File: config.mk
export PLATFORM = sky130hd
export DESIGN_NAME = lesf_cell
export DESIGN_NICKNAME = d
export VERILOG_FILES = /design/src/sv/lesf_pkg.sv /design/src/sv/lesf_cell.sv
export SDC_FILE = /design/constraint.sdc
export NUM_CORES = 1
export LEC_CHECK = 0
export ABC_AREA = 1
export BUFFER_PORTS_ARGS = -buffer_cell sky130_fd_sc_hd__buf_2
export CORE_AREA = 5 5 116 118
export CTS_CLUSTER_SIZE = 8
export DETAILED_ROUTE_END_ITERATION = 16
export DIE_AREA = 0 0 121 123
export PLACE_DENSITY_LB_ADDON = 0.12
export SLEW_MARGIN = 20
export SYNTH_ARGS = -nofsm -noshare
export SYNTH_HDL_FRONTEND = slang
export SYNTH_SLANG_ARGS = --single-unit
File: constraint.sdc
create_clock -name clk_i -period 6 [get_ports clk_i]
set_input_delay 0.3 -clock clk_i [delete_from_list [all_inputs] [get_ports clk_i]]
set_output_delay 0.3 -clock clk_i [all_outputs]
set_load 0.1 [all_outputs]
File: src/sv/lesf_pkg.sv
// Package for the largest empty square finder.
// Holds widths, limits, register indexes and the structs passed between the stages.
// No dependencies.
package lesf_pkg;

  localparam int MAX_COLS = 1024;
  localparam int MAX_ROWS = 1024;
  localparam int COL_W    = $clog2(MAX_COLS);
  localparam int ROW_W    = $clog2(MAX_ROWS);
  localparam int CHAR_W   = 8;
  localparam int DIM_W    = 11;
  localparam int SIZE_W   = 11;
  localparam int IDX_W    = 2;

  localparam logic [SIZE_W-1:0] SIZE_SAT  = {SIZE_W{1'b1}};
  localparam logic [DIM_W-1:0]  COLS_LIM  = DIM_W'(MAX_COLS);
  localparam logic [DIM_W-1:0]  ROWS_LIM  = DIM_W'(MAX_ROWS);
  localparam logic [CHAR_W-1:0] EMPTY_RST = CHAR_W'(46);

  localparam logic [IDX_W-1:0] CFG_EMPTY_CHAR = 2'd0;
  localparam logic [IDX_W-1:0] CFG_NUM_COLS   = 2'd1;
  localparam logic [IDX_W-1:0] CFG_NUM_ROWS   = 2'd2;

  typedef struct packed {
    logic             valid;
    logic [ROW_W-1:0] row;
    logic [COL_W-1:0] col;
    logic             last_col;
    logic             done;
    logic             empty;
  } stage_t;

  typedef struct packed {
    logic             en;
    logic [COL_W-1:0] addr;
  } rd_req_t;

endpackage

File: src/sv/lesf_cell.sv
// Compute stage: square size from the line buffer, left and diagonal neighbors,
// best-square tracking, line-buffer write-back and the output register. Depends on lesf_pkg.
module lesf_cell (
  input  logic                          clk_i,
  input  logic                          rst_ni,
  input  lesf_pkg::stage_t              s1_i,
  input  lesf_pkg::rd_req_t             rd_i,
  input  logic [lesf_pkg::SIZE_W-1:0]   rd_data_i,
  output logic                          s1_go_o,
  output logic                          wr_en_o,
  output logic [lesf_pkg::COL_W-1:0]    wr_addr_o,
  output logic [lesf_pkg::SIZE_W-1:0]   wr_data_o,
  output logic                          out_valid_o,
  input  logic                          out_stall_i,
  output logic [lesf_pkg::SIZE_W-1:0]   cell_size_o,
  output logic [lesf_pkg::SIZE_W-1:0]   best_size_o,
  output logic [lesf_pkg::ROW_W-1:0]    best_row_o,
  output logic [lesf_pkg::COL_W-1:0]    best_col_o,
  output logic                          map_done_o
);

  logic [lesf_pkg::SIZE_W-1:0] left_q, diag_q, fwd_q;
  logic                        fwd_hit_q;
  logic [lesf_pkg::SIZE_W-1:0] best_size_q;
  logic [lesf_pkg::ROW_W-1:0]  best_row_q;
  logic [lesf_pkg::COL_W-1:0]  best_col_q;
  logic                        out_valid_q;
  logic [lesf_pkg::SIZE_W-1:0] cell_size_q, out_best_size_q;
  logic [lesf_pkg::ROW_W-1:0]  out_best_row_q;
  logic [lesf_pkg::COL_W-1:0]  out_best_col_q;
  logic                        map_done_q;
  logic [lesf_pkg::SIZE_W-1:0] up, up_raw, m, size;
  logic [lesf_pkg::SIZE_W-1:0] nbest_size;
  logic [lesf_pkg::ROW_W-1:0]  nbest_row;
  logic [lesf_pkg::COL_W-1:0]  nbest_col;
  logic                        go;

  assign go      = s1_i.valid && (!out_valid_q || !out_stall_i);
  assign s1_go_o = go;

  assign up_raw = fwd_hit_q ? fwd_q : rd_data_i;
  assign up     = (s1_i.row == '0) ? '0 : up_raw;

  always_comb begin
    m = up;
    if (left_q < m) begin
      m = left_q;
    end
    if (diag_q < m) begin
      m = diag_q;
    end
    if (!s1_i.empty) begin
      size = '0;
    end else if (s1_i.row == '0 || s1_i.col == '0) begin
      size = lesf_pkg::SIZE_W'(1);
    end else if (m == lesf_pkg::SIZE_SAT) begin
      size = lesf_pkg::SIZE_SAT;
    end else begin
      size = m + lesf_pkg::SIZE_W'(1);
    end
    nbest_size = best_size_q;
    nbest_row  = best_row_q;
    nbest_col  = best_col_q;
    if (size > best_size_q) begin
      nbest_size = size;
      nbest_row  = s1_i.row;
      nbest_col  = s1_i.col;
    end
  end

  assign wr_en_o   = go;
  assign wr_addr_o = s1_i.col;
  assign wr_data_o = size;

  always_ff @(posedge clk_i or negedge rst_ni) begin
    if (!rst_ni) begin
      left_q      <= '0;
      diag_q      <= '0;
      best_size_q <= '0;
      best_row_q  <= '0;
      best_col_q  <= '0;
      out_valid_q <= 1'b0;
      fwd_hit_q   <= 1'b0;
    end else begin
      if (go) begin
        out_valid_q <= 1'b1;
        if (s1_i.done) begin
          best_size_q <= '0;
          best_row_q  <= '0;
          best_col_q  <= '0;
        end else begin
          best_size_q <= nbest_size;
          best_row_q  <= nbest_row;
          best_col_q  <= nbest_col;
        end
        if (s1_i.done || s1_i.last_col) begin
          left_q <= '0;
          diag_q <= '0;
        end else begin
          left_q <= size;
          diag_q <= up;
        end
      end else if (!out_stall_i) begin
        out_valid_q <= 1'b0;
      end
      if (rd_i.en) begin
        fwd_hit_q <= go && (rd_i.addr == s1_i.col);
      end
    end
  end

  always_ff @(posedge clk_i) begin
    if (rd_i.en) begin
      fwd_q <= size;
    end
    if (go) begin
      cell_size_q     <= size;
      out_best_size_q <= nbest_size;
      out_best_row_q  <= nbest_row;
      out_best_col_q  <= nbest_col;
      map_done_q      <= s1_i.done;
    end
  end

  assign out_valid_o = out_valid_q;
  assign cell_size_o = cell_size_q;
  assign best_size_o = out_best_size_q;
  assign best_row_o  = out_best_row_q;
  assign best_col_o  = out_best_col_q;
  assign map_done_o  = map_done_q;

endmodule

==> summary.txt <==
Global route
  – Maximum number of pins on one net before global-route repair: 56
  – Antenna violations before repair: 0
  – Vias in the first global route: 5046
  – GRT Util Overall: 21.6%
  – Congestion Overflow GR: 0
  – Global-route wire length before repair: 25000 um

Clock network
  – CTS tree: done
  – Worst-path clk slew: 70 ps
  – CTS sink count: 109
  – CTS Buf Count: 9
  – Root Buffer: clkbuf_16
  – H-Tree Depth: 3
  – Clk_lat worst skew: 360 ps
  – Clock tree buffer depth: 2

Timing
  – Fin. max-slew vios: 0
  – Highest clock rate: 0.166 GHz
  – RSZ-0062 raised after global routing: yes
  – Setup TNS: -8.52 ps
  – Final Hold Violating Endpoints: 0
  – Fin crit share: 100%
  – Hold Slack: 76.9 ps
  – Clk_skew: 6.30 ps
  – Setup-failing EPs final: 1
  – Min cycle time layout: 6010 ps
  – Slew Limit Headroom: 32.7%
  – Worst slew pin tran: 1010 ps
  – Final setup margin: -8.52 ps

Synth
  – Main synth FF type: dfrtp_1
  – Post-synth cell types: 45
  – Number of flops mapped to enable cells by yosys: 54
  – Post-Syn Nets: 747
  – Gate Count Post-Synth: 667
  – Register bit total from synthesis: 109
  – Synthesized area: 5950 um2
  – Synth warn: 0
  – Seq/Total Area, Yosys: 50.4%
  – Syn avg cell area: 8.92 um2
  – Post-synth ARST share: 50.5%

Cells and area
  – Nets: 936
  – Filler Cell Count: 967
  – Final Util: 67.6%
  – Layout cells sized above 1: 41.9%
  – Area Growth Syn to Fin: 40.4%
  – Fin cells: 1033
  – Antenna cells: 0

Route
  – WL per Instance: 16.4 um
  – Detail Route Antenna Nets: 0
  – Pre-antenna DRT Iters: 5
  – DRC viols: 0
  – Initial DRC count: 341
  – Vias: 5238
  – Routed vias/inst: 5.07
  – Final wirelength: 16900 um

Setup path
  – Worst setup path startpoint: fwd_hit_q
  – Worst reg2reg path endpoint: best_row_o[4]
  – Worst setup SP type: flop
  – Crit end category: flop
  – CP Capture Point: best_row_o[4]
  – Flop2flop setup slack: -9 ps
  – CP Data Required Time: 6120 ps
  – Slowest stage delay, CP: 430 ps
  – Critical Path AT: 6130 ps
  – Slowest cell on crit path: dfrtp_2
  – Worst Setup Path Type: flop to flop
  – FF-to-FF Start: fwd_hit_q
  – Crit Path Max Fanout: 9
  – R2R cell count: 40

Floorplan
  – Die Y: 123 um
  – Die W: 121 um
  – Initial Utilization: 48.1%
  – Number of I/O pins: 116
  – Row cnt: 41
  – Die ar.: 14900 um2
  – Core area: 12400 um2

Outcome
  – Failing checks: setup timing
  – Outcome: complete, but fails checks

Placement
  – HPWL after DPL: 11500 um
  – GPL Wtd Cong: 0.900
  – Cell Count Post-Placement: 995
  – Buffers on Ports: 115

Worst hold path
  – Min-Delay Path Class: primary input to async pin

Job
  – Number of max-cap violations: 0

Pwr
  – VDD IR-drop max: 0.472 mV
  – Leak pwr: 4.07 nW
  – Pwr per Cell Area: 586 nW/um2
  – Total power: 4.90 mW
==> what timing repair did <==
item / 4_1_cts / 5_1_grt
gates resized for setup: 3 / 90
setup endpoints to repair: 47 / 62
pin swaps: 0 / 36
hold buffers: 0 / 0
endpoints found under the hold margin: 0 / 0
cloned: 0 / 10
buffers inserted: 0 / 12
==> cells in the mapped netlist (2+ instances only) <==
| cell type | number | area, um2 |
|---|---|---|
| a21oi_1 | 13 | 65.1 |
| buf_2 | 3 | 15.0 |
| buf_4 | 11 | 82.6 |
| buf_6 | 2 | 22.5 |
| clkbuf_1 | 15 | 56.3 |
| clkinv_1 | 2 | 7.51 |
| dfrtp_1 | 55 | 1380 |
| edfxtp_1 | 54 | 1620 |
| ha_1 | 31 | 388 |
| inv_1 | 114 | 428 |
| mux2i_1 | 9 | 90.1 |
| nand2_1 | 161 | 604 |
| nand2_2 | 8 | 50.1 |
| nand3_1 | 25 | 125 |
| nand3_2 | 4 | 40.0 |
| nand4_1 | 6 | 37.5 |
| nor2_1 | 23 | 86.3 |
| nor2_2 | 2 | 12.5 |
| nor2_4 | 3 | 33.8 |
| nor3_1 | 2 | 10.0 |
| nor4_1 | 4 | 25.0 |
| o21ai_0 | 50 | 250 |
| o21ai_1 | 3 | 15.0 |
| o21ai_2 | 8 | 70.1 |
| o21bai_1 | 3 | 22.5 |
| o22ai_1 | 30 | 188 |
| or2_2 | 3 | 18.8 |
| xor2_1 | 6 | 52.6 |
==> stage by stage <==
step,setup slack (ps),instance area [um2]
final,-8.52,8350
after global routing,-310,8350
after CTS,64.6,7700
after detailed placement,-203,7420
after global placement,-29.7,7420
after floorplan,-231,6290
==> layer usage <==
metal | vias up | GRT usage [%] | part of all wire, %
met5 | - | 0 | 0
met4 | 0 | 6.37 | 1.8
met3 | 25 | 4.07 | 4.6
met2 | 133 | 35.5 | 49
met1 | 2510 | 29.3 | 45
li1 | 2570 | - | -
==> layout make-up <==
class | count | area, um2 | area share (%)
sequential | 109 | 3000 | 35.9
inverter | 116 | 472 | 5.65
clock inverter | 6 | 47.5 | 0.569
timing repair buffer | 205 | 1410 | 16.8
tap | 172 | 215 | 2.58
clock buffer | 10 | 229 | 2.74
multi-input combinational | 415 | 2990 | 35.7
==> worst max-delay path: cells and delay by family, from the launching register on <==
| family | cells | cell delay (ps) |
|---|---|---|
| flops | 1 | 430 |
| fa+ha+maj | 3 | 810 |
| simple gates | 16 | 1690 |
| buf+inv | 8 | 990 |
| compound gates | 13 | 1830 |
==> state kept, by name, indices dropped and copies added, names as in the netlist, 10 cells and up <==
signal,cells
cell_size_o,11
best_row_o,10
left_q,11
best_size_o,11
fwd_q,11
best_row_q,10
best_col_q,10
best_size_q,11
diag_q,11
best_col_o,10
==> worst min-delay path by stage <==
stage	start	depth (start not counted)	end
2_1_floorplan	rst_ni	0	best_col_q[0]
3_3_place_gp	best_size_q[9]	2	best_size_q[9]
3_5_place_dp	best_size_q[5]	2	best_size_q[5]
4_1_cts	rst_ni	2	best_row_q[6]
5_1_grt	s1_i[1]	1	map_done_o
6_report	rst_ni	2	best_row_q[6]
==> report_power, final <==
group | internal [mW] | total [mW] | switching, mW
sequential | 1.07 | 1.13 | 0.0613
clock | 0.285 | 0.567 | 0.282
combinational | 1.12 | 3.20 | 2.08
==> cell usage in the layout (no fill, tap or decap), drive strengths merged, types with 7 or more instances in the layout <==
cell type,instances
clkbuf,14
a21oi,14
inv,110
nor2,28
dfrtp,55
buf,201
o22ai,30
mux2i,9
ha,31
nand2,173
edfxtp,54
nand3,31
clkinvlp,7
o21ai,61
==> cell families (layout without fill, tap and decap cells) <==
logic type / Yosys count / in the layout / share of synthesized area [%]
muxes: 9 / 9 / 1.51
adders and majority gates: 31 / 31 / 6.52
and+or+nand+nor: 246 / 250 / 18.4
DFF: 109 / 109 / 50.4
AOI/OAI and AO/OA: 118 / 118 / 11.9
xor gates and xnor gates: 7 / 7 / 1.03
buffers and inverters: 147 / 337 / 10.3
No activity file was read; power rests on OpenSTA's default activity.
