### src/sv/lesf_ram.sv
// Generic single-write, single-read synchronous RAM with a registered read port.
// No dependencies.
module lesf_ram #(
  parameter int WIDTH = 8,
  parameter int DEPTH = 16,
  parameter int AW    = $clog2(DEPTH)
) (
  input  logic             clk_i,
  input  logic             we_i,
  input  logic [AW-1:0]    waddr_i,
  input  logic [WIDTH-1:0] wdata_i,
  input  logic             re_i,
  input  logic [AW-1:0]    raddr_i,
  output logic [WIDTH-1:0] rdata_o
);

  logic [WIDTH-1:0] mem_q [DEPTH];
  logic [WIDTH-1:0] rdata_q;

  always_ff @(posedge clk_i) begin
    if (we_i) begin
      mem_q[waddr_i] <= wdata_i;
    end
    if (re_i) begin
      rdata_q <= mem_q[raddr_i];
    end
  end

  assign rdata_o = rdata_q;

endmodule

### config.mk
export PLATFORM = sky130hd
export DESIGN_NAME = lesf_ram
export DESIGN_NICKNAME = d
export VERILOG_FILES = /design/src/sv/lesf_ram.sv
export SDC_FILE = /design/constraint.sdc
export NUM_CORES = 1
export LEC_CHECK = 0
export BUFFER_PORTS_ARGS = -buffer_cell sky130_fd_sc_hd__buf_2
export CAP_MARGIN = 20
export CORE_MARGIN = 5
export CORE_UTILIZATION = 50
export CTS_CLUSTER_DIAMETER = 80
export DETAILED_ROUTE_END_ITERATION = 7
export PLACE_DENSITY = 0.67
export RECOVER_POWER = 25
export SLEW_MARGIN = 20
export SYNTH_ARGS = -nofsm -noshare
export SYNTH_HDL_FRONTEND = slang
export SYNTH_SLANG_ARGS = --single-unit
export TNS_END_PERCENT = 10
### constraint.sdc
create_clock -name clk_i -period 4.1 [get_ports clk_i]
set_input_delay 0.41 -clock clk_i [delete_from_list [all_inputs] [get_ports clk_i]]
set_output_delay 0.41 -clock clk_i [all_outputs]
set_load 0.01 [all_outputs]
==> impl_summary.md, run 1 <==
Run status
The flow ran to the end, and the final reports show no timing, DRC or antenna violations.

Critical path
Data on the critical path arrives at its endpoint at 1.89 ns. The worst endpoint required time is 4.32 ns. The reg-to-reg endpoint is rdata_o[2]. The category of the most critical setup path is in -> reg. The internal reg-to-reg setup slack is 2.63 ns.

The largest fanout of any net on the critical path is 5. The worst setup path is captured at a flop. The sort of element at the start of the critical path is a primary input.

Counting cells, the worst reg-to-reg path comes to 3. The critical register-to-register path startpoint is mem_q[5][2].

Logic synthesis
The count of state elements after synthesis is 136. The biggest area consumer among synthesized cells is edfxtp_1. In the synthesized netlist the async set-or-reset flop fraction comes to 0%. Ranked by total cell area, the synthesized netlist is headed by edfxtp_1, mux4_2, mux4_1. The most instantiated flip-flop cell in the synthesis netlist is edfxtp_1. The gate count of the mapped netlist is 229.

By count the netlist is led by edfxtp_1, mux4_2, a22oi_1, mux4_1, nor2_1. The synthesized design contains 136 enable-type register cells. Of the post-synthesis cell area, the dominant cell type holds 78.1%.

The average instance area after synthesis is 22.8 um2. The proportion of synthesized chip area in sequential cells is 78.1%. The synthesized netlist net count is 248. The synthesized netlist occupies a cell area of 0.00523 mm2.

Among all cell types in the netlist, the one instantiated most often is edfxtp_1. Synthesis instantiated 18 different standard cells from the library. The number of warning messages in the yosys log is 0.

GRT
The first-pass GRT wire length is 15100 um. The all-layer global routing usage is 16.9%. The maximum number of pins on one net before global-route repair is 33.

The leftover overflow at the end of global routing is 0. The number of global-route vias before repair was 2465. The initial antenna violation count was 0.

Floorplan
The initial standard-cell utilization of the core is 50.9%. The I/O pin total is 27. The die height is 112 um. The total die area is 0.0126 mm2. After floorplanning, the core was sized to cover 0.0103 mm2.

The die is 112 um wide. The number of core rows is 37.

Place
Once placement finished, the instance area stood at 0.00546 mm2. The routability congestion estimate from global placement is 0.713. Input and output buffers added on the ports amount to 26. The setup slack after placement is 1.54 ns. The detailed-placement wirelength estimate is 5950 um.

Cells and area
The layout overhead on the synthesized area is 15.4%. Once layout is done, the placed cells without fillers occupy 0.00603 mm2. The proportion of layout cells with a drive suffix above 1 is 25.9%. The number of fillers in the final layout is 759. The final layout contains 284 nets. The number of antenna diodes in the final layout is 0.

Clocking
The number of gates resized after cts is 0. The clock latency of the later-clocked register in the worst-skew pair is 0.51 ns. The cell at the root of the clock tree is clkbuf_8. The clock slew at the register clock pins of the worst setup and hold paths is 0.06 ns.

The number of levels the H-tree was split into is 4. The number of clock sinks is 136. The TritonCTS buffer count is 17. In this run the deepest clock path goes through 2 buffers.

TritonCTS built the clock tree. The cts-stage hold buffer count is 0. The number of setup buffers added after CTS is 0.

Pwr
For this design the static power due to leakage is 0.00198 uW. Net switching is 19.9% of the power. The total power density per cell area is 525 mW/mm2. Internal power comes to 2540 uW. The clock network burns 45.9% of the power.

The analysis attributes to net switching a power of 629 uW. The part of the total power dissipated in combinational logic is 4.3%. The worst ir drop on vdd is 0.247 mV. The sequential share of power is 49.7%.

STA
The number of pins with negative max-slew slack in the final report is 0. The final critical path takes up 40.7% of the cycle. The number of endpoints with negative hold slack in the final report is 0. For the final database, setup skew stands at 0.00667 ns. The final critical path time including I/O delays and setup is 1.67 ns. The slack of the critical path is 2.43 ns. The count of final setup violators is 0. The max-slew headroom at the worst pin is 31.2%. At the pin with the least slew margin, the transition time is 1.03 ns. The setup total negative slack is 0 ns. Setup repair after global routing left no endpoint under its margin.

Timing would allow up to 599 MHz.

Routing
The first-pass detailed-route iteration total is 4. The number of nets with antenna violations after routing is 0. The average routed wire per standard cell is 24.1 um. The total DRC errors in the routed layout is 0. In the routed layout, each cell is associated on average with a via count of 5.80. The number of DRC markers after the initial detailed-route iteration is 197. The routed design has 9960 um of wire. The total via count after detailed routing is 2402.

Worst hold path
In this run the worst hold path is classified as in -> reg. The number of cells on the worst hold path is 1. For hold timing, the worst endpoint is rdata_o[1]. The worst hold path begins at re_i.

Run
Across the run, the number of max-cap violations was 0.
==> layout make-up <==
class	instances	area, um2	share of cell area [%]
Tap cell	136	170	2.82
Sequential cell	136	4080	67.7
Clock buffer	18	418	6.93
Timing Repair Buffer	27	133	2.20
Multi-Input combinational cell	83	1070	17.8
Clock inverter	14	158	2.61
==> cells by family after synthesis <==
family,count (synthesis),share of synthesized area [%]
DFF,136,78.1
and+or+nand+nor,35,3.14
muxes,32,14.8
AOI/OAI and AO/OA,16,2.30
buffers and inverters,10,1.65
==> sequential cells by signal (all words and copies together), names as in the netlist <==
| signal | count |
|---|---|
| rdata_o | 8 |
| mem_q | 128 |
==> through the flow <==
step                utilization [%]  hold WS (ns)  cells  total power [uW]
floorplan                         -         0.509    229              1680
finish                         58.7         0.279    414              3170
global placement               53.1         0.725    382              1740
global route                   58.7         0.261    414              3280
CTS                            58.8         0.255    414              3190
detailed placement             53.2         0.741    382              1740
==> layer usage <==
metal / GRT usage (%) / vias up / part of all wire (%)
met2: 25.8 / 88 / 50
met4: 5.45 / 0 / 0.84
met5: 0 / - / 0
met3: 4.58 / 5 / 5.6
met1: 24.0 / 1252 / 44
li1: - / 1057 / -
==> critical path, stage by stage <==
cell	delay (ns)
buf_2	0.11
or3b_2	0.52
nor3_1	0.57
buf_4	0.27
==> layout by cell type (no fill, tap or decap), drive strengths merged <==
master | Yosys | layout
edfxtp | 136 | 136
mux4 | 32 | 32
clkbuf | 0 | 24
buf | 7 | 21
a22oi | 16 | 16
nor2 | 13 | 13
nand2 | 9 | 9
clkinv | 0 | 8
nor3 | 4 | 4
bufinv | 0 | 3
clkinvlp | 0 | 3
nand3b | 2 | 2
nand2b | 2 | 2
nor2b | 1 | 1
and2 | 1 | 1
and2b | 1 | 1
nand3 | 1 | 1
or3b | 1 | 1
==> power groups by stage <==
| stage | Combinational (uW) | Sequential (uW) | Clock, uW |
|---|---|---|---|
| after floorplan | 79.1 | 1600 | 0 |
| after global placement | 135 | 1600 | 0 |
| after detailed placement | 138 | 1600 | 0 |
| after CTS | 140 | 1580 | 1470 |
| after global routing | 149 | 1580 | 1550 |
| final | 137 | 1580 | 1450 |
==> worst max-delay path by stage <==
| stage | end | start | cells past startpoint | slack [ns] |
|---|---|---|---|---|
| 5_1_grt | rdata_o[4] | raddr_i[0] | 4 | 2.36 |
| 3_3_place_gp | rdata_o[4] | raddr_i[0] | 4 | 1.54 |
| 3_5_place_dp | rdata_o[4] | raddr_i[0] | 4 | 1.54 |
| 6_report | mem_q[0][0] | waddr_i[2] | 4 | 2.43 |
| 2_1_floorplan | mem_q[0][0] | waddr_i[2] | 2 | 2.20 |
| 4_1_cts | rdata_o[4] | raddr_i[0] | 4 | 2.09 |
(Power assumes the default switching activity.)
==> run 2: changes to the inputs <==
Clock period 4.1 ns to 1.7 ns, I/O delays scaled along.
==> run 2 against run 1 <==
  * Combinational power grew to 2.6 times the previous value
  * Routed wire length is 2.8% lower
  * Power rose by 140%
  * Hold slack lost 0.22 ns
  * Clock skew about the same
  * Design area grew 3.6%
  * Sequential power rose by 140%
  * Worst setup slack got worse by 2.3 ns
  * Critical path depth is 1 lower
  * Core utilization rose by 2.1 points
  * Sequential share of layout area decreased by 2.3 points
  * Cell count is 6.5% higher
  * Critical endpoint is now rdata_o[4]
  * Largest cell class unchanged
==> impl_summary.md, run 2 (synthesis results as in run 1) <==
Floorplan
The number of core rows is 37. In this run the horizontal extent of the chip is 112 um. The core region is 0.0103 mm2. In this run the count of I/O pins placed on the die edge is 27. The initial standard-cell utilization of the core is 50.9%. In this run the vertical extent of the chip is 112 um. The total die area is 0.0126 mm2.

Critical path
Setup slack on the worst reg-to-reg path comes out at 0.18 ns. The setup path with the least slack is of type reg -> reg. The sort of element at the start of the critical path is a flop. The capturing element of the worst setup path is rdata_o[4].

Data on the critical path arrives at its endpoint at 1.78 ns. The worst setup path is captured at a flop. The critical register-to-register path startpoint is mem_q[3][4].

The critical path starts at mem_q[3][4]. The endpoint identified for the worst register-to-register timing path is rdata_o[4]. The largest fanout of any net on the critical path is 1.

The count of cells along the worst register-to-register path is 3. At the worst endpoint, the required time is 1.96 ns.

STA
The number of endpoints with negative hold slack in the final report came to 0. Between clock sinks in the finished design, the worst skew comes to 0.00647 ns. The number of pins with negative max-slew slack in the final report came to 0. The max-slew headroom at the worst pin is 57.1%. Timing would allow up to 657 MHz.

Setup violations remaining at the end of the flow were counted as 0. The worst slack on hold paths is 0.0602 ns. For the pin with the worst max-slew slack, the measured transition is 0.644 ns. Counting I/O delays and the setup requirement, the final critical path takes 1.52 ns.

Setup repair after global routing left no endpoint under its margin. Once routing completed, OpenROAD measured the worst setup slack at 0.179 ns. The share of the clock period used by the worst path is 89.5%.

Routing
The total via count after detailed routing is 2472. The average routed wire per standard cell is 22.0 um. The wire length after detailed routing is 9680 um. In the routed design, unresolved DRC markers number 0.

After detailed routing, the number of vias per cell comes to 5.61. Before antenna repair, the detailed router went through 5 iterations. The detailed router finished its first iteration with 180 violations. The number of nets with antenna violations after routing is 0.

GRT
Entering global routing, the biggest net connects 26 pins. The first global-routing pass estimated 15200 um of wire. The number of global-route vias before repair is 2617. The initial antenna violation count is 0.

The leftover overflow at the end of global routing is 0. The all-layer global routing usage is 17.0%.

Pwr
The post-layout total power is 7580 uW. The worst-case IR drop observed on VDD is 0.527 mV. For this design the ratio of total power to cell area is 1210 mW/mm2. The leakage component of the power is 0.00213 uW.

Cells and area
The library cell used most frequently in the layout, excluding fill and tap cells, is edfxtp_1. The area used by sequential logic in the layout is 0.00408 mm2. The proportion of layout cells with a drive suffix above 1 is 30.5%. In the layout the commonest cells are edfxtp_1, buf_4, buf_2, mux4_2. Relative to the synthesized area, the layout overhead comes to 19.6%. The number of diodes added for antenna fixing is 0. More flip-flops sit in one register than any other, and that register is mem_q. The final-stage net count is 312. The number of flip-flops under the largest register name is 128. In the final layout, the multi-input gates occupy 0.00106 mm2.

The number of fillers in the final layout is 750.

Clocking
The cell at the root of the clock tree is clkbuf_8. The H-tree was split into 4 levels. The longest clock path from root to sink contains 2 buffers. TritonCTS created 17 clock buffers. Post-CTS timing repair inserted 0 buffers for setup.

For the worst-skew pair, the clock arrives at the later sink with an insertion delay of 0.51 ns. Clock tree synthesis found a total of 136 sinks. The clock slew at the register clock pins of the worst setup and hold paths is 0.06 ns. TritonCTS built the clock tree.

Worst hold path
The path type of the worst min-delay path is in -> reg.

Place
The setup slack after placement is -0.0216 ns. The detailed-placement wirelength estimate is 6350 um. Port buffering added 26 buffers.

At the end of routability-driven placement, the weighted congestion stood at 0.705.

Run
Across the run, the number of max-cap violations was 0.

Run status
The run finished with clean final reports.
[run 2: final cells by class]
class | count | area share, %
multi-input combinational | 83 | 16.9
sequential | 136 | 65.3
clock buffer | 20 | 6.81
tap | 136 | 2.72
timing repair buffer | 55 | 6.11
clock inverter | 11 | 2.10
[run 2: repair_timing]
item	CTS	global route
resized for setup	0	0
hold buffers	1	0
hold endpoints to repair	8	0
[run 2: how the worst min path moves through the flow]
stage	depth (start not counted)	endpoint	start	slack [ns]
after floorplan	0	mem_q[0][0]	wdata_i[0]	0.27
after global placement	1	rdata_o[7]	re_i	0.52
after detailed placement	1	rdata_o[7]	re_i	0.52
after CTS	1	mem_q[5][0]	wdata_i[0]	0.005
after global routing	1	mem_q[5][5]	wdata_i[5]	0.05
final	1	mem_q[6][5]	wdata_i[5]	0.06
[run 2: where the power goes]
group,leakage (uW),internal [uW],switching [uW]
clock network,0.000267,2200,1220
logic,0.000624,161,202
registers,0.00124,3780,15.9
[run 2: through the flow]
step | setup TNS [ns] | util [%] | instances | instance area (um2)
after floorplan | 0 | - | 229 | 5230
after global placement | -0.0321 | 55.4 | 409 | 5690
after detailed placement | -0.0216 | 55.4 | 409 | 5690
after CTS | 0 | 60.9 | 441 | 6260
after global routing | 0 | 60.8 | 441 | 6250
final | 0 | 60.8 | 441 | 6250
[run 2: metal layers]
layer  track usage [%]  vias to the layer above  routed length [um]
li1                  -                     1112                   -
met1              22.7                     1251                3910
met2              26.4                      101                4850
met3              4.31                        8                 824
met4              8.01                        0                  93
met5                 0                        -                   0
[run 2: critical path, cell delays in order, from the launching register on]
cell      delay, ns
edfxtp_1       0.37
mux4_2         0.49
a22oi_1        0.31
nand2_1        0.09
==> run 3: changes to the inputs <==
Settings changed: PLACE_DENSITY 0.67 to 0.7.
Clock period 1.7 ns to 1.2 ns, I/O delays scaled along.
==> run 3 against run 2 <==
  * The flow now finishes with violations (negative setup slack)
  * Die area unchanged
  * Flip-flop and latch count is the same
  * Routed wire length fell by 0.95%
  * Sequential power grew 42%
  * Hold slack improved by 0.085 ns
  * Fmax rose by 7.8%
  * Clock skew about the same
  * Global-route usage down 0.28 points
  * Critical endpoint unchanged
  * Largest cell class unchanged
  * Largest power group unchanged
==> impl_summary.md, run 3 (synthesis results as in run 1) <==
Run status
The flow ran to the end, but the final reports show violations. The final reports fail on negative setup slack.

Floorplan
The I/O pin total is 27. For this configuration, the core starts out at a cell density of 50.9%. The floorplan step set the die height to 112 um. The floorplan step set the die width to 112 um. The total area inside the core boundary comes to 0.0103 mm2. Row generation in the floorplan step produced 37 rows. The total die area is 0.0126 mm2.

Clocking
The maximum root-to-sink buffer count is 2. The number of levels the H-tree was split into is 4. The number of setup buffers added after CTS is 0. The TritonCTS buffer count is 17.

Clock latency on the worst-skew pair, taken at its later pin, is 0.52 ns. Clock-pin slew was measured on the worst setup and hold paths at 0.06 ns. The CTS tree is built. The cell at the root of the clock tree is clkbuf_8. Clock tree synthesis found a total of 136 sinks.

Pwr
The worst-case IR drop observed on VDD is 0.862 mV. Internal power comes to 8580 uW. Sequential cells account for 49.8% of the total power. The part of the total power dissipated in combinational logic is 5.2%. The power share of the clock group is 45.0%. The post-layout total power is 10800 uW. In this run the static leakage power is 0.00211 uW. The net switching power of the design is 2240 uW. The fraction of power spent switching nets is 20.7%. The total power density per cell area is 1700 mW/mm2.

STA
The number of pins with negative max-slew slack in the final report came to 0. The number of endpoints with negative hold slack in the final report came to 0. Setup repair after global routing could not meet its margin everywhere.

Dividing the final minimum period by the clock period gives 118%. The maximum clock skew at final layout is 0.00678 ns. The max-slew headroom at the worst pin is 40.8%. At the pin with the least slew margin, the transition time is 0.885 ns. The count of final setup violators is 9. Setup slack on the critical path of the routed design comes to -0.212 ns. The timing-limited maximum frequency is 708 MHz. The final critical path time including I/O delays and setup is 1.41 ns.

Cells and area
In the final layout, the share of cells above drive strength 1 is 39.2%. The most common library cell in the layout ignoring fill and taps is edfxtp_1. Leaving out fill and tap cells, the most frequent cells in the layout are edfxtp_1, mux4_2, buf_4, buf_2, clkbuf_16.

The final-stage net count is 320. The number of flip-flops under the largest register name is 128. The register bank with the most flops is mem_q. Fill cells in the final layout number 718. The number of antenna diodes in the final layout is 0. The area growth from synthesis to layout is 21.8%.

The finished cells cover 0.00637 mm2.

Critical path
STA classifies the critical path startpoint as a flop. The largest fanout of any net on the critical path is 1. In this design, the stage delay of the slowest critical-path cell is 0.52 ns. The critical path goes through mux4_2 > a22oi_2 > nand2_1.

For the worst setup path, the data required time is 1.46 ns. The largest delay contributor family on the critical path is multiplexers. Together, buffers and inverters on the worst path number 0.

The category of the most critical setup path is reg -> reg. The element type at the critical path end is a flop. The critical path arrival is 1.68 ns.

The library cell contributing the largest single delay on the critical path is mux4_2.

Place
The detailed-placement wirelength estimate is 6080 um. The post-placement cell area is 0.00567 mm2. The count of port buffers added during placement is 26. The routability congestion estimate from global placement is 0.747.

GRT
The first global-routing pass estimated 15100 um of wire. The leftover overflow at the end of global routing is 0. The number of global-route vias before repair is 2548. Entering global routing, the biggest net connects 18 pins. The all-layer global routing usage is 16.7%. The initial antenna violation count is 0.

Routing
The first-pass detailed-route iteration total is 4. The total DRC errors in the routed layout is 0. In this run the remaining antenna-violating nets after routing total 0. The wire length after detailed routing is 9590 um. The average routed wire per standard cell is 21.3 um. For this block, the via count after detailed routing is 2449. In the routed layout, each cell is associated on average with a via count of 5.44.

For this block, the initial DRC count from the detailed router was 196.

Run
The count of maximum capacitance violations is 0.

Worst hold path
The tightest min-delay check is of the in -> reg type.
==> run 3: worst paths after layout <==
| check | slack [ns] | cells after the start | from | to |
|---|---|---|---|---|
| setup / recovery | -0.21 | 3 | mem_q[11][4] | rdata_o[4] |
| hold / removal | 0.15 | 3 | waddr_i[1] | mem_q[0][1] |
| setup reg to reg | -0.21 | 3 | mem_q[11][4] | rdata_o[4] |
| hold reg to reg | 0.73 | 3 | mem_q[14][6] | rdata_o[6] |
==> run 3: power groups by stage <==
stage	Clock (uW)	Combinational (uW)	Sequential, uW
finish	4870	563	5380
global route	5170	613	5390
CTS	4950	559	5380
detailed placement	0	526	5480
global placement	0	514	5480
floorplan	0	298	5480
==> run 3: per-layer routing <==
| metal | up-vias | GRT usage [%] | wire length [um] |
|---|---|---|---|
| met5 | - | 0 | 0 |
| met4 | 0 | 7.61 | 215 |
| met3 | 17 | 4.42 | 453 |
| met2 | 75 | 27.1 | 4860 |
| met1 | 1246 | 21.2 | 4060 |
| li1 | 1111 | - | - |
==> run 3: tightest hold or removal path, stage by stage <==
cell and delay, ns:
buf_2 0.18, nor3_4 0.06, buf_12 0.14
==> run 3: through the flow <==
step	utilization [%]	cells	hold WS [ns]	TNS [ns]	setup slack, ns
floorplan	-	229	0.219	-3.21	-0.120
CTS	61.7	450	0.115	-1.70	-0.224
global placement	55.2	409	0.499	-6.96	-0.398
global route	62.0	450	0.128	-1.87	-0.246
finish	62.0	450	0.145	-1.35	-0.212
detailed placement	55.2	409	0.509	-8.66	-0.415
==> run 3: what timing repair did <==
| action | CTS | global route |
|---|---|---|
| pin swaps | 0 | 2 |
| hold buffers | 9 | 0 |
| endpoints found under the setup margin | 11 | 12 |
| endpoints found under the hold margin | 136 | 0 |
| gates resized for setup | 3 | 7 |
==> run 3: layout make-up <==
class	count	area (um2)	area share, %
tap	136	170	2.67
clock buffer	18	418	6.56
sequential	136	4080	64.1
timing repair buffer	63	473	7.43
clock inverter	14	151	2.38
multi-input combinational	83	1070	16.8
