File: config.mk
export PLATFORM = sky130hd
export DESIGN_NAME = lesf_front
export DESIGN_NICKNAME = d
export VERILOG_FILES = /design/src/sv/lesf_pkg.sv /design/src/sv/lesf_front.sv
export SDC_FILE = /design/constraint.sdc
export NUM_CORES = 1
export LEC_CHECK = 0
export ABC_CLOCK_PERIOD_IN_PS = 2700
export BUFFER_PORTS_ARGS = -buffer_cell sky130_fd_sc_hd__buf_4
export CORE_UTILIZATION = 35
export DETAILED_ROUTE_END_ITERATION = 6
export PLACE_DENSITY_LB_ADDON = 0.25
export REMOVE_ABC_BUFFERS = 1
export SLEW_MARGIN = 5
export SYNTH_ARGS = -nofsm -noshare
export SYNTH_HDL_FRONTEND = slang
export SYNTH_SLANG_ARGS = --single-unit
File: constraint.sdc
create_clock -name clk_i -period 2.7 [get_ports clk_i]
set_input_delay 0.27 -clock clk_i [delete_from_list [all_inputs] [get_ports clk_i]]
set_output_delay 0.27 -clock clk_i [all_outputs]
set_load 0.005 [all_outputs]
File: src/sv/lesf_pkg.sv
// Package for the largest empty square finder.
// Holds widths, limits, register indexes and the structs passed between the stages.
// No dependencies.
package lesf_pkg;

  localparam int MAX_COLS = 1024;
  localparam int MAX_ROWS = 1024;
  localparam int COL_W    = $clog2(MAX_COLS);
  localparam int ROW_W    = $clog2(MAX_ROWS);
  localparam int CHAR_W   = 8;
  localparam int DIM_W    = 11;
  localparam int SIZE_W   = 11;
  localparam int IDX_W    = 2;

  localparam logic [SIZE_W-1:0] SIZE_SAT  = {SIZE_W{1'b1}};
  localparam logic [DIM_W-1:0]  COLS_LIM  = DIM_W'(MAX_COLS);
  localparam logic [DIM_W-1:0]  ROWS_LIM  = DIM_W'(MAX_ROWS);
  localparam logic [CHAR_W-1:0] EMPTY_RST = CHAR_W'(46);

  localparam logic [IDX_W-1:0] CFG_EMPTY_CHAR = 2'd0;
  localparam logic [IDX_W-1:0] CFG_NUM_COLS   = 2'd1;
  localparam logic [IDX_W-1:0] CFG_NUM_ROWS   = 2'd2;

  typedef struct packed {
    logic             valid;
    logic [ROW_W-1:0] row;
    logic [COL_W-1:0] col;
    logic             last_col;
    logic             done;
    logic             empty;
  } stage_t;

  typedef struct packed {
    logic             en;
    logic [COL_W-1:0] addr;
  } rd_req_t;

endpackage

File: src/sv/lesf_front.sv
// Front stage: configuration registers, raster counters, input handshake and line-buffer read.
// Depends on lesf_pkg.
module lesf_front (
  input  logic                         clk_i,
  input  logic                         rst_ni,
  input  logic                         cfg_we_i,
  input  logic [lesf_pkg::IDX_W-1:0]   cfg_idx_i,
  input  logic [lesf_pkg::DIM_W-1:0]   cfg_data_i,
  input  logic                         in_valid_i,
  output logic                         in_stall_o,
  input  logic [lesf_pkg::CHAR_W-1:0]  cell_char_i,
  input  logic                         s1_go_i,
  output lesf_pkg::stage_t             s1_o,
  output lesf_pkg::rd_req_t            rd_o
);

  logic [lesf_pkg::CHAR_W-1:0] empty_char_q;
  logic [lesf_pkg::DIM_W-1:0]  num_cols_q;
  logic [lesf_pkg::DIM_W-1:0]  num_rows_q;
  logic [lesf_pkg::DIM_W-1:0]  cols_eff;
  logic [lesf_pkg::DIM_W-1:0]  rows_eff;
  logic [lesf_pkg::COL_W-1:0]  col_q, col_d;
  logic [lesf_pkg::ROW_W-1:0]  row_q, row_d;
  logic                        last_col, last_row, done, acc;
  lesf_pkg::stage_t            s1_q, s1_d;

  always_ff @(posedge clk_i or negedge rst_ni) begin
    if (!rst_ni) begin
      empty_char_q <= lesf_pkg::EMPTY_RST;
      num_cols_q   <= lesf_pkg::COLS_LIM;
      num_rows_q   <= lesf_pkg::ROWS_LIM;
    end else if (cfg_we_i) begin
      unique case (cfg_idx_i)
        lesf_pkg::CFG_EMPTY_CHAR: empty_char_q <= cfg_data_i[lesf_pkg::CHAR_W-1:0];
        lesf_pkg::CFG_NUM_COLS:   num_cols_q   <= cfg_data_i;
        lesf_pkg::CFG_NUM_ROWS:   num_rows_q   <= cfg_data_i;
        default: ;
      endcase
    end
  end

  always_comb begin
    if (num_cols_q == '0) begin
      cols_eff = lesf_pkg::DIM_W'(1);
    end else if (num_cols_q > lesf_pkg::COLS_LIM) begin
      cols_eff = lesf_pkg::COLS_LIM;
    end else begin
      cols_eff = num_cols_q;
    end
    if (num_rows_q == '0) begin
      rows_eff = lesf_pkg::DIM_W'(1);
    end else if (num_rows_q > lesf_pkg::ROWS_LIM) begin
      rows_eff = lesf_pkg::ROWS_LIM;
    end else begin
      rows_eff = num_rows_q;
    end
  end

  assign last_col   = (lesf_pkg::DIM_W'(col_q) + lesf_pkg::DIM_W'(1)) >= cols_eff;
  assign last_row   = (lesf_pkg::DIM_W'(row_q) + lesf_pkg::DIM_W'(1)) >= rows_eff;
  assign done       = last_col && last_row;
  assign in_stall_o = s1_q.valid && !s1_go_i;
  assign acc        = in_valid_i && !in_stall_o;

  always_comb begin
    col_d = col_q;
    row_d = row_q;
    if (acc) begin
      if (done) begin
        col_d = '0;
        row_d = '0;
      end else if (last_col) begin
        col_d = '0;
        row_d = row_q + lesf_pkg::ROW_W'(1);
      end else begin
        col_d = col_q + lesf_pkg::COL_W'(1);
      end
    end
  end

  always_comb begin
    s1_d = s1_q;
    if (acc) begin
      s1_d.valid    = 1'b1;
      s1_d.row      = row_q;
      s1_d.col      = col_q;
      s1_d.last_col = last_col;
      s1_d.done     = done;
      s1_d.empty    = (cell_char_i == empty_char_q);
    end else if (s1_go_i) begin
      s1_d.valid = 1'b0;
    end
  end

  always_ff @(posedge clk_i or negedge rst_ni) begin
    if (!rst_ni) begin
      col_q <= '0;
      row_q <= '0;
      s1_q  <= '0;
    end else begin
      col_q <= col_d;
      row_q <= row_d;
      s1_q  <= s1_d;
    end
  end

  assign s1_o    = s1_q;
  assign rd_o.en   = acc;
  assign rd_o.addr = col_q;

endmodule

==> results of run 1 <==
==> power groups by stage <==
stage	Clock (mW)	Combinational, mW	Sequential [mW]
after floorplan	0	0.601	1.48
after global placement	0	1.12	1.48
after detailed placement	0	1.15	1.49
after CTS	0.934	1.23	1.46
after global routing	0.992	1.42	1.49
final	0.917	1.28	1.46
==> synthesized netlist by cell type (all sizes together) (6+ instances only) <==
cell type	number	share of area, %
a21o	6	1.2
a22o	8	1.9
clkbuf	7	0.69
dfrtp	68	44
dfstp	6	4.1
ha	24	7.8
inv	7	0.69
mux2	41	12
nand2	67	6.6
nand3	20	2.6
nor2	10	1.0
o21ai	16	2.2
xnor2	17	3.9
xor2	7	1.6
==> cell families after synthesis <==
logic type               share of synthesized area [%]
buffers and inverters                            2.351
adder cells (fa/ha/maj)                          7.838
AO/OA/AOI/OAI                                    9.406
XOR/XNOR                                         5.487
multiplexers                                     12.05
flip-flops                                       48.53
AND/OR/NAND/NOR                                  14.34
==> routing by layer <==
metal	track usage, %	vias up
met5	0	-
li1	-	1462
met3	2.432	10
met2	26.54	61
met4	7.632	0
met1	20.73	1469
==> worst min path at each step <==
stage,slack (ns),to,cells after the start,start
after floorplan,-0.03,col_q[0]$_DFFE_PN0P_,0,rst_ni
after global placement,0.46,s1_o[9]$_DFFE_PN0P_,2,s1_o[9]$_DFFE_PN0P_
after detailed placement,0.46,s1_o[11]$_DFFE_PN0P_,2,s1_o[11]$_DFFE_PN0P_
after CTS,0.08,s1_o[6]$_DFFE_PN0P_,1,rst_ni
after global routing,0.11,s1_o[23]$_DFFE_PN0P_,2,in_valid_i
final,0.05,s1_o[20]$_DFFE_PN0P_,1,rst_ni
==> repair_timing <==
| action | CTS | global route |
|---|---|---|
| gates resized for setup | 11 | 35 |
| endpoints found under the setup margin | 13 | 22 |
| setup buffers | 12 | 5 |
| pin swaps | 8 | 8 |
==> stage by stage <==
| step | util [%] | TNS, ns | cell area [um2] | power, mW |
|---|---|---|---|---|
| 4_1_cts | 47.73 | -0.01011 | 4994 | 3.618 |
| 5_1_grt | 49.68 | -0.6977 | 5197 | 3.904 |
| 6_report | 49.68 | -0.006059 | 5197 | 3.658 |
| 3_3_place_gp | 44.45 | -0.6796 | 4651 | 2.601 |
| 2_1_floorplan | - | 0 | 3775 | 2.086 |
| 3_5_place_dp | 44.45 | -1.212 | 4651 | 2.635 |
==> critical path, stage by stage, from the launching register on <==
cell and delay (ns):
dfrtp_1 0.37, buf_4 0.14, nand2_1 0.09, nor2_2 0.14, nand3_2 0.11, xnor2_2 0.30
ha_4 0.25, and3_4 0.15, a221o_1 0.30, a41oi_2 0.19, o21ai_2 0.11, or2_4 0.27
o31ai_2 0.20
==> flip-flops by register name, summed over array words and instances, names as in the netlist <==
| register | flops |
|---|---|
| num_rows_q | 11 |
| empty_char_q | 8 |
| s1_o | 24 |
| num_cols_q | 11 |
| row_q | 10 |
| col_q | 10 |
==> cell type report <==
cell class / instances / area [um2]
Clock buffer: 9 / 123.9
Clock inverter: 7 / 83.83
Fill cell: 981 / 5265
Inverter: 9 / 33.78
Multi-Input combinational cell: 258 / 2078
Sequential cell: 74 / 1859
Tap cell: 136 / 170.2
Timing Repair Buffer: 111 / 848.3
==> out/results.tsv, run 1 <==
stage	metric	value	unit
drt	drt_pre_antenna_iters	6	
yosys	syn_area	0.003831	mm2
drt	drc	0	
timing	max_clock_freq	369.5	MHz
global_route	gr-usage-all-layers	16.11	%
timing	worstMarginPinSlew	0.9334	ns
pwr	worst_ir_drop_vdd	0.2915	mV
timing	hold-worst-slack	0.05072	ns
yosys	syn_inst	353	
floorplanning	number_of_placement_rows	37	
floorplanning	count_of_pins_on_the_block_boundary	62	
critical_path	cp-startpoint	row_q[0]$_DFFE_PN0P_	
global_route	antenna_found_initial	0	
timing	final_period_minus_worst_setup_slack	2.706	ns
critical_path	r2r.worst_path.cells	12	
place	gp_congestion	0.7967	
place	port-buffer-count	61	
floorplanning	fp.dieArea	0.01137	mm2
drt	top_signal_layer_used	met4	
timing	report.final.setup_viol	1	
global_route	grt_remaining_overflow	0	
yosys	seq_area_frac_synth	48.53	%
global_route	number_of_global_route_vias_before_repair	2933	
final_layout	final_cell_mix	buf_4 (107), dfrtp_1 (68), nand2_1 (63)	
yosys	synth-edff-count	0	
critical_path	setup.worst_path.end_class	flop	
clocking	cts_root_buf	clkbuf_8	
pwr	switching_share	32.41	%
critical_path	r2r_setup_slack	-0.006	ns
worst_hold_path	timing.hold.worst.class	input pin to async pin	
clocking	cts_made_buffers	9	
yosys	flip_flop_and_latch_count_after_synthesis	74	
timing	rsz0062_at_grt	true	
drt	met2RoutedLength	4.426	mm
pwr	combinational_share_of_power	34.9	%
drt	wl_met3	284	um
critical_path	timing.rr.start	row_q[0]$_DFFE_PN0P_	
final_layout	antenna_cells_inserted	0	
critical_path	path_max_fanout	4	
outcome	violations	negative setup slack	
pwr	seq_power_share	40.0	%
pwr	leakage	2.549	nW
pwr	share_clk_of_total_power	25.1	%
pwr	power_density	703.7	mW/mm2
yosys	asyncSetResetFlopFracSynth	100.0	%
clocking	cts-hold-fix-buffers	0	
yosys	ys_dominant_reg_cell	dfrtp_1	
final_layout	final_common_cell	buf_4	
clocking	tritoncts_clock_tree	done	
pwr	netSwitchingPower	1.185	mW
floorplanning	dieHeight	106.6	um
drt	wl_per_cell	14.82	um
timing	fin_ws	-0.006059	ns
floorplanning	coreArea	0.01046	mm2
global_route	grt_first_pass_wirelength	14.19	mm
outcome	status	complete, but fails checks	
drt	detail_route.vias_per_cell	4.970	
clocking	cts_max_path_buffers	2	
timing	endpoints_failing_hold	0	
final_layout	share_of_cells_above_drive_strength_1	46.79	%
drt	detailroute.via_count	3002	
place	placed_cells_incl_taps	571	
critical_path	timing.setup.critical_path_class	flop to flop	
clocking	cts.sinks	74	
final_layout	final_cell_count_no_fill	604	
global_route	grt_max_degree	75	
pwr	power_report.internal_total	2.472	mW
final_layout	num-nets-final	513	
clocking	worst_skew_pair.late_latency	0.36	ns
yosys	yosysWarnings	0	
yosys	post_synth_num_cell_types	44	
clocking	cts_max_level	3	
yosys	syn_avg_cell_area	10.85	um2
timing	skew	0.01573	ns
critical_path	worst-endpoint-required	2.97	ns
drt	route.final.wire_length	8.949	mm
drt	final_antenna_net_count	0	
timing	min_period_over_period	100.2	%
timing	maxSlewViolCount	0	
final_layout	area.growth.synth_to_final	35.66	%
critical_path	crit_arrival	2.97	ns
job	cap_violations	0	
drt	drt_iter0_markers	159	
critical_path	worst_setup_path_start_kind	flop	
floorplanning	initial_cell_density_of_the_core	36.62	%
place	dp_worst_slack	-0.1858	ns
floorplanning	die_w	106.6	um
critical_path	worstSetupEndpoint	row_q[8]$_DFFE_PN0P_	
clocking	clkSlewWorstSetupHoldPaths	0.08	ns
drt	wirelength_met1	4.101	mm
timing	slew_headroom	37.78	%
place	detailed_place_hpwl	6.194	mm
critical_path	worst_r2r_endpoint	row_q[8]$_DFFE_PN0P_	
(Power assumes the default switching activity.)
==> run 2, diff against run 1 <==
- SETUP_SLACK_MARGIN: unset -> 0.15
==> run 2 against run 1 <==
The flow now finishes without violations. Die area stayed put. Fmax up 0.41%. Global-route usage is 0.27 points higher. Largest cell class unchanged.
==> out/results.tsv, run 2 (synthesis results as in run 1) <==
stage	metric	value	unit
timing	endpoints_failing_hold	0	
floorplanning	number_of_placement_rows	37	
clocking	clkSlewWorstSetupHoldPaths	0.08	ns
final_layout	multi_input_area	0.002067	mm2
final_layout	final_common_cell	buf_4	
global_route	grt_max_degree	75	
timing	slew_headroom	37.58	%
timing	final_period_minus_worst_setup_slack	2.695	ns
critical_path	critical_path.slowest_cell	dfrtp_1	
clocking	cts_max_path_buffers	2	
clocking	cts_made_buffers	9	
final_layout	share_of_cells_above_drive_strength_1	46.17	%
global_route	gr-usage-all-layers	16.38	%
critical_path	path_max_fanout	4	
clocking	worst_skew_pair.late_latency	0.36	ns
clocking	tritoncts_clock_tree	done	
critical_path	worst_r2r_endpoint	row_q[5]$_DFFE_PN0P_	
drt	detailroute.via_count	3022	
critical_path	setup.worst_path.end_class	flop	
global_route	number_of_global_route_vias_before_repair	2960	
drt	wl_per_cell	14.83	um
timing	worstMarginPinSlew	0.9363	ns
drt	route.final.wire_length	8.988	mm
critical_path	timing.rr.start	row_q[0]$_DFFE_PN0P_	
drt	drt_iter0_markers	129	
floorplanning	dieHeight	106.6	um
critical_path	worst-path-buf-inv	2	
drt	drc	0	
critical_path	worst-endpoint-required	2.99	ns
timing	min_period_over_period	99.81	%
clocking	cts-hold-fix-buffers	0	
final_layout	antenna_cells_inserted	0	
outcome	status	complete, no violations	
timing	rsz0062_at_grt	true	
floorplanning	fp.dieArea	0.01137	mm2
timing	skew	0.01570	ns
critical_path	critPathMostFrequentCell	buf_4	
pwr	worst_ir_drop_vdd	0.2988	mV
clocking	cts_max_level	3	
final_layout	num-nets-final	515	
critical_path	timing.setup.critical_path_class	flop to flop	
drt	detail_route.vias_per_cell	4.987	
critical_path	crit_path_cell_trace	buf_4, nand2_1, nor2_2, nand3_1, xnor2_2, ha_4, and3_4, a221o_1, a41oi_2, o21ai_2, buf_4, o21bai_1, a22o_1	
final_layout	finalCoreUtilization	49.64	%
final_layout	final.fill_count	977	
timing	report.final.setup_viol	0	
critical_path	cpLargestDelayFamily	compound AO/OA/AOI/OAI gates	
final_layout	largest_register_ffs	24	
drt	final_antenna_net_count	0	
timing	max_clock_freq	371.1	MHz
critical_path	r2r_setup_slack	0.005	ns
floorplanning	count_of_pins_on_the_block_boundary	62	
critical_path	worst_setup_path_start_kind	flop	
critical_path	r2r.worst_path.cells	13	
global_route	antenna_found_initial	0	
floorplanning	die_w	106.6	um
pwr	leakage	2.567	nW
final_layout	register_area	0.001859	mm2
job	cap_violations	0	
global_route	grt_remaining_overflow	0	
final_layout	final_cell_mix	buf_4 (111), dfrtp_1 (68), nand2_1 (63)	
drt	drt_pre_antenna_iters	4	
critical_path	crit_arrival	2.99	ns
floorplanning	coreArea	0.01046	mm2
final_layout	area.growth.synth_to_final	35.56	%
worst_hold_path	timing.hold.worst.class	input pin to async pin	
timing	maxSlewViolCount	0	
clocking	cts_root_buf	clkbuf_8	
pwr	power_density	706.1	mW/mm2
timing	fin_setup_tns	0	ns
critical_path	cp_slowest_stage_delay	0.37	ns
place	gp_congestion	0.7967	
floorplanning	initial_cell_density_of_the_core	36.62	%
place	port-buffer-count	61	
place	detailed_place_hpwl	6.194	mm
global_route	grt_first_pass_wirelength	14.40	mm
clocking	cts.sinks	74	
==> run 2: worst max path at each step <==
| stage | to | start | slack [ns] | cells after the start |
|---|---|---|---|---|
| final | row_q[5]$_DFFE_PN0P_ | row_q[0]$_DFFE_PN0P_ | 0.005 | 13 |
| after global placement | row_q[8]$_DFFE_PN0P_ | row_q[0]$_DFFE_PN0P_ | -0.12 | 12 |
| after floorplan | row_q[5]$_DFFE_PN0P_ | col_q[0]$_DFFE_PN0P_ | 0.02 | 11 |
| after CTS | row_q[8]$_DFFE_PN0P_ | num_rows_q[5]$_DFFE_PN0P_ | 0.03 | 11 |
| after detailed placement | row_q[8]$_DFFE_PN0P_ | row_q[0]$_DFFE_PN0P_ | -0.19 | 12 |
| after global routing | row_q[8]$_DFFE_PN0P_ | num_rows_q[7]$_DFFE_PN0P_ | -0.14 | 12 |
==> run 2: metrics by stage <==
step | cell area, um2 | std cells | hold slack [ns] | power (mW) | setup slack (ns)
floorplan | 3775 | 341 | -0.02559 | 2.086 | 0.01545
global placement | 4651 | 571 | 0.4593 | 2.601 | -0.1206
detailed placement | 4651 | 571 | 0.4649 | 2.635 | -0.1858
CTS | 5091 | 602 | 0.08217 | 3.657 | 0.03439
global route | 5194 | 606 | 0.1249 | 3.906 | -0.1377
finish | 5194 | 606 | 0.05161 | 3.667 | 0.005076
==> run 2: what timing repair did <==
action / 4_1_cts / 5_1_grt
buffers inserted: 15 / 4
resized for setup: 28 / 18
setup endpoints to repair: 22 / 22
pin swaps: 14 / 13
==> run 2: routing by layer <==
layer | wire (um) | up-vias | GRT usage, %
met4 | 172 | 0 | 7.632
met5 | 0 | - | 0
met2 | 4375 | 71 | 27.28
met1 | 4095 | 1467 | 20.87
li1 | - | 1467 | -
met3 | 345 | 17 | 2.492
==> run 2: final cells by class <==
| type | instances | share of cell area, % |
|---|---|---|
| repair buffers | 113 | 16.48 |
| clock inverters | 7 | 1.614 |
| inverters | 9 | 0.6504 |
| well taps | 136 | 3.276 |
| clock buffers | 9 | 2.385 |
| flip-flops and latches | 74 | 35.80 |
| multi-input cells | 258 | 39.80 |
==> run 2: where the power goes <==
part           switching (mW)  internal [mW]
Clock                   0.474          0.445
Sequential              0.145           1.32
Combinational           0.575          0.713
==> run 3, diff against run 2 <==
- ABC_AREA: unset -> 1
- CELL_PAD_IN_SITES_DETAIL_PLACEMENT: unset -> 1
- CELL_PAD_IN_SITES_GLOBAL_PLACEMENT: unset -> 2
- CORE_UTILIZATION: 35 -> 30
==> run 3 against run 2 <==
Wire length increased by 22%. Worst hold slack improved by 0.035 ns. Worst setup slack improved by 0.26 ns. Utilization decreased by 8.6 points. Cell count increased by 30%. Synthesized area increased by 6.5%. First-iteration DRC count decreased by 23%.
==> out/results.tsv, run 3 <==
stage	metric	value	unit
outcome	status	complete, no violations	
timing	fin_setup_tns	0	ns
yosys	syn_avg_cell_area	7.799	um2
final_layout	final_cell_mix	nand2_1 (139), buf_4 (85), inv_1 (68)	
final_layout	area.growth.synth_to_final	33.10	%
clocking	cts-hold-fix-buffers	0	
pwr	worst_ir_drop_vdd	0.2982	mV
drt	route.final.wire_length	10.98	mm
final_layout	finalCoreUtilization	41.00	%
final_layout	final_cell_count_no_fill	787	
floorplanning	count_of_pins_on_the_block_boundary	62	
final_layout	final.fill_count	1620	
drt	drc	0	
drt	detailroute.via_count	3568	
drt	detail_route.vias_per_cell	4.534	
yosys	syn_inst	523	
place	gp_congestion	0.7697	
critical_path	critical_path.slowest_cell	dfrtp_1	
clocking	cts_max_level	3	
critical_path	worst-path-buf-inv	2	
floorplanning	fp.dieArea	0.01407	mm2
final_layout	share_of_cells_above_drive_strength_1	28.15	%
global_route	globalRouteMet3Util	2.992	%
drt	drt_iter0_markers	99	
yosys	yosysWarnings	0	
timing	skew	0.005629	ns
timing	endpoints_failing_hold	0	
yosys	synth_top_area_share	41.72	%
floorplanning	dieHeight	118.6	um
floorplanning	coreArea	0.01324	mm2
final_layout	register_area	0.001864	mm2
yosys	ys_dominant_reg_cell	dfrtp_1	
clocking	clkSlewWorstSetupHoldPaths	0.06	ns
timing	rsz0062_at_grt	true	
yosys	synth_most_common_cell	nand2_1	
clocking	cts.sinks	74	
yosys	synth-edff-count	0	
global_route	grt_remaining_overflow	0	
place	placed_cells_incl_taps	751	
critical_path	cpLargestDelayFamily	simple AND/OR/NAND/NOR gates	
critical_path	path_max_fanout	8	
timing	fin_ws	0.2644	ns
drt	final_antenna_net_count	0	
critical_path	cp_slowest_stage_delay	0.37	ns
yosys	synth_largest_area_cell	dfrtp_1	
timing	maxSlewViolCount	0	
global_route	antenna_found_initial	0	
critical_path	worst_setup_path_start_kind	flop	
global_route	globalRouteMet2Util	25.80	%
floorplanning	die_w	118.6	um
timing	final_period_minus_worst_setup_slack	2.436	ns
yosys	yosys-top-cells-area	dfrtp_1 (42%), nand2_1 (14%), ha_1 (7.4%), o21ai_0 (6.6%), inv_1 (6.4%)	
clocking	cts_root_buf	clkbuf_16	
clocking	cts_max_path_buffers	2	
critical_path	crit_arrival	2.67	ns
timing	min_period_over_period	90.21	%
yosys	seq_area_frac_synth	45.58	%
global_route	gr-usage-all-layers	16.45	%
floorplanning	number_of_placement_rows	42	
yosys	flip_flop_and_latch_count_after_synthesis	74	
place	port-buffer-count	61	
place	detailed_place_hpwl	7.705	mm
pwr	power_density	1035	mW/mm2
global_route	grt_max_degree	75	
final_layout	final_common_cell	nand2_1	
global_route	grt_first_pass_wirelength	18.11	mm
drt	wl_per_cell	13.95	um
worst_hold_path	timing.hold.worst.class	input pin to async pin	
job	cap_violations	0	
timing	slew_headroom	35.38	%
drt	drt_pre_antenna_iters	4	
place	dp_worst_slack	-0.005975	ns
clocking	cts_made_buffers	9	
clocking	tritoncts_clock_tree	done	
global_route	use_met1	22.39	%
global_route	gr_peak_layer	met2	
pwr	leakage	2.748	nW
final_layout	num-nets-final	656	
yosys	post_synth_num_cell_types	29	
floorplanning	initial_cell_density_of_the_core	30.80	%
timing	worstMarginPinSlew	0.9693	ns
timing	max_clock_freq	410.6	MHz
final_layout	antenna_cells_inserted	0	
timing	hold-worst-slack	0.08647	ns
final_layout	largest_register_ffs	24	
timing	report.final.setup_viol	0	
critical_path	setup.worst_path.end_class	flop	
critical_path	timing.setup.critical_path_class	flop to flop	
yosys	ys_top_cells_by_count	nand2_1 (147), inv_1 (70), dfrtp_1 (68)	
critical_path	worst-endpoint-required	2.94	ns
critical_path	crit_path_cell_trace	inv_1, nor3_1, nand3_1, xor2_2, ha_1, nand2_1, nor2_2, and2_4, nand2_2, nand3_4, buf_8, a21oi_1, nor2_1	
clocking	worst_skew_pair.late_latency	0.35	ns
final_layout	multi_input_area	0.002116	mm2
global_route	number_of_global_route_vias_before_repair	3579	
yosys	syn_area	0.004079	mm2
yosys	asyncSetResetFlopFracSynth	100.0	%
run 3: cell types whose count changed after synthesis, moves of 6 or more:
| cell | before | now |
|---|---|---|
| nand2_1 | 66 | 147 |
| inv_1 | 6 | 70 |
| nor2_1 | 9 | 56 |
| mux2_2 | 41 | 0 |
| o21ai_0 | 14 | 54 |
| xnor2_1 | 17 | 2 |
| a21oi_1 | 4 | 16 |
| a22o_1 | 6 | 0 |
| o22ai_1 | 0 | 6 |
| xor2_1 | 7 | 13 |
run 3: final timing paths:
check / start / to / slack [ns] / depth (start not counted)
worst min-delay path: rst_ni / s1_o[11]$_DFFE_PN0P_ / 0.09 / 1
worst max-delay path: col_q[8]$_DFFE_PN0P_ / row_q[5]$_DFFE_PN0P_ / 0.26 / 13
worst max register to register: col_q[8]$_DFFE_PN0P_ / row_q[5]$_DFFE_PN0P_ / 0.26 / 13
min in group clk_i: in_valid_i / s1_o[23]$_DFFE_PN0P_ / 0.16 / 3
worst min register to register: s1_o[15]$_DFFE_PN0P_ / s1_o[15]$_DFFE_PN0P_ / 0.48 / 2
max in group asynchronous: rst_ni / col_q[2]$_DFFE_PN0P_ / 1.96 / 1
run 3: layout make-up:
class | instances | share of cell area [%]
Timing Repair Buffer | 86 | 12.03
Inverter | 74 | 5.116
Clock buffer | 11 | 4.471
Sequential cell | 74 | 34.34
Clock inverter | 5 | 1.014
Tap cell | 176 | 4.056
Multi-Input combinational cell | 361 | 38.97
run 3: cells by family (layout without fill, tap and decap cells):
kind of cell             Yosys count  count (layout)  share of synthesized area, %
AND/OR/NAND/NOR                  241             243                         24.66
buffers and inverters             90             176                         9.080
AO/OA/AOI/OAI                     79              79                         10.09
flip-flops                        74              74                         45.58
adder cells (fa/ha/maj)           24              24                         7.362
XOR/XNOR                          15              15                         3.221
run 3: power by group:
group / internal (mW) / switching, mW
logic: 1.16 / 1.48
clock network: 0.738 / 0.490
registers: 1.46 / 0.293
total: 3.36 / 2.26
run 3: routing by layer:
| layer | part of all wire (%) | routed length (um) | vias to the layer above |
|---|---|---|---|
| met5 | 0 | 0 | - |
| met4 | 1.8 | 197 | 0 |
| met3 | 3.1 | 336 | 14 |
| met2 | 45 | 4963 | 58 |
| met1 | 50 | 5479 | 1688 |
| li1 | - | - | 1808 |
run 3: timing repair:
item | in CTS | in global routing
gates cloned | 0 | 2
endpoints found under the setup margin | 22 | 22
pin swaps | 2 | 16
buffers inserted | 4 | 14
resized for setup | 15 | 48
run 3: per-stage QoR:
| step | power, mW | cell area [um2] |
|---|---|---|
| global placement | 3.849 | 4717 |
| global route | 6.101 | 5429 |
| finish | 5.621 | 5429 |
| detailed placement | 3.939 | 4717 |
| floorplan | 3.060 | 3986 |
| CTS | 5.294 | 5104 |
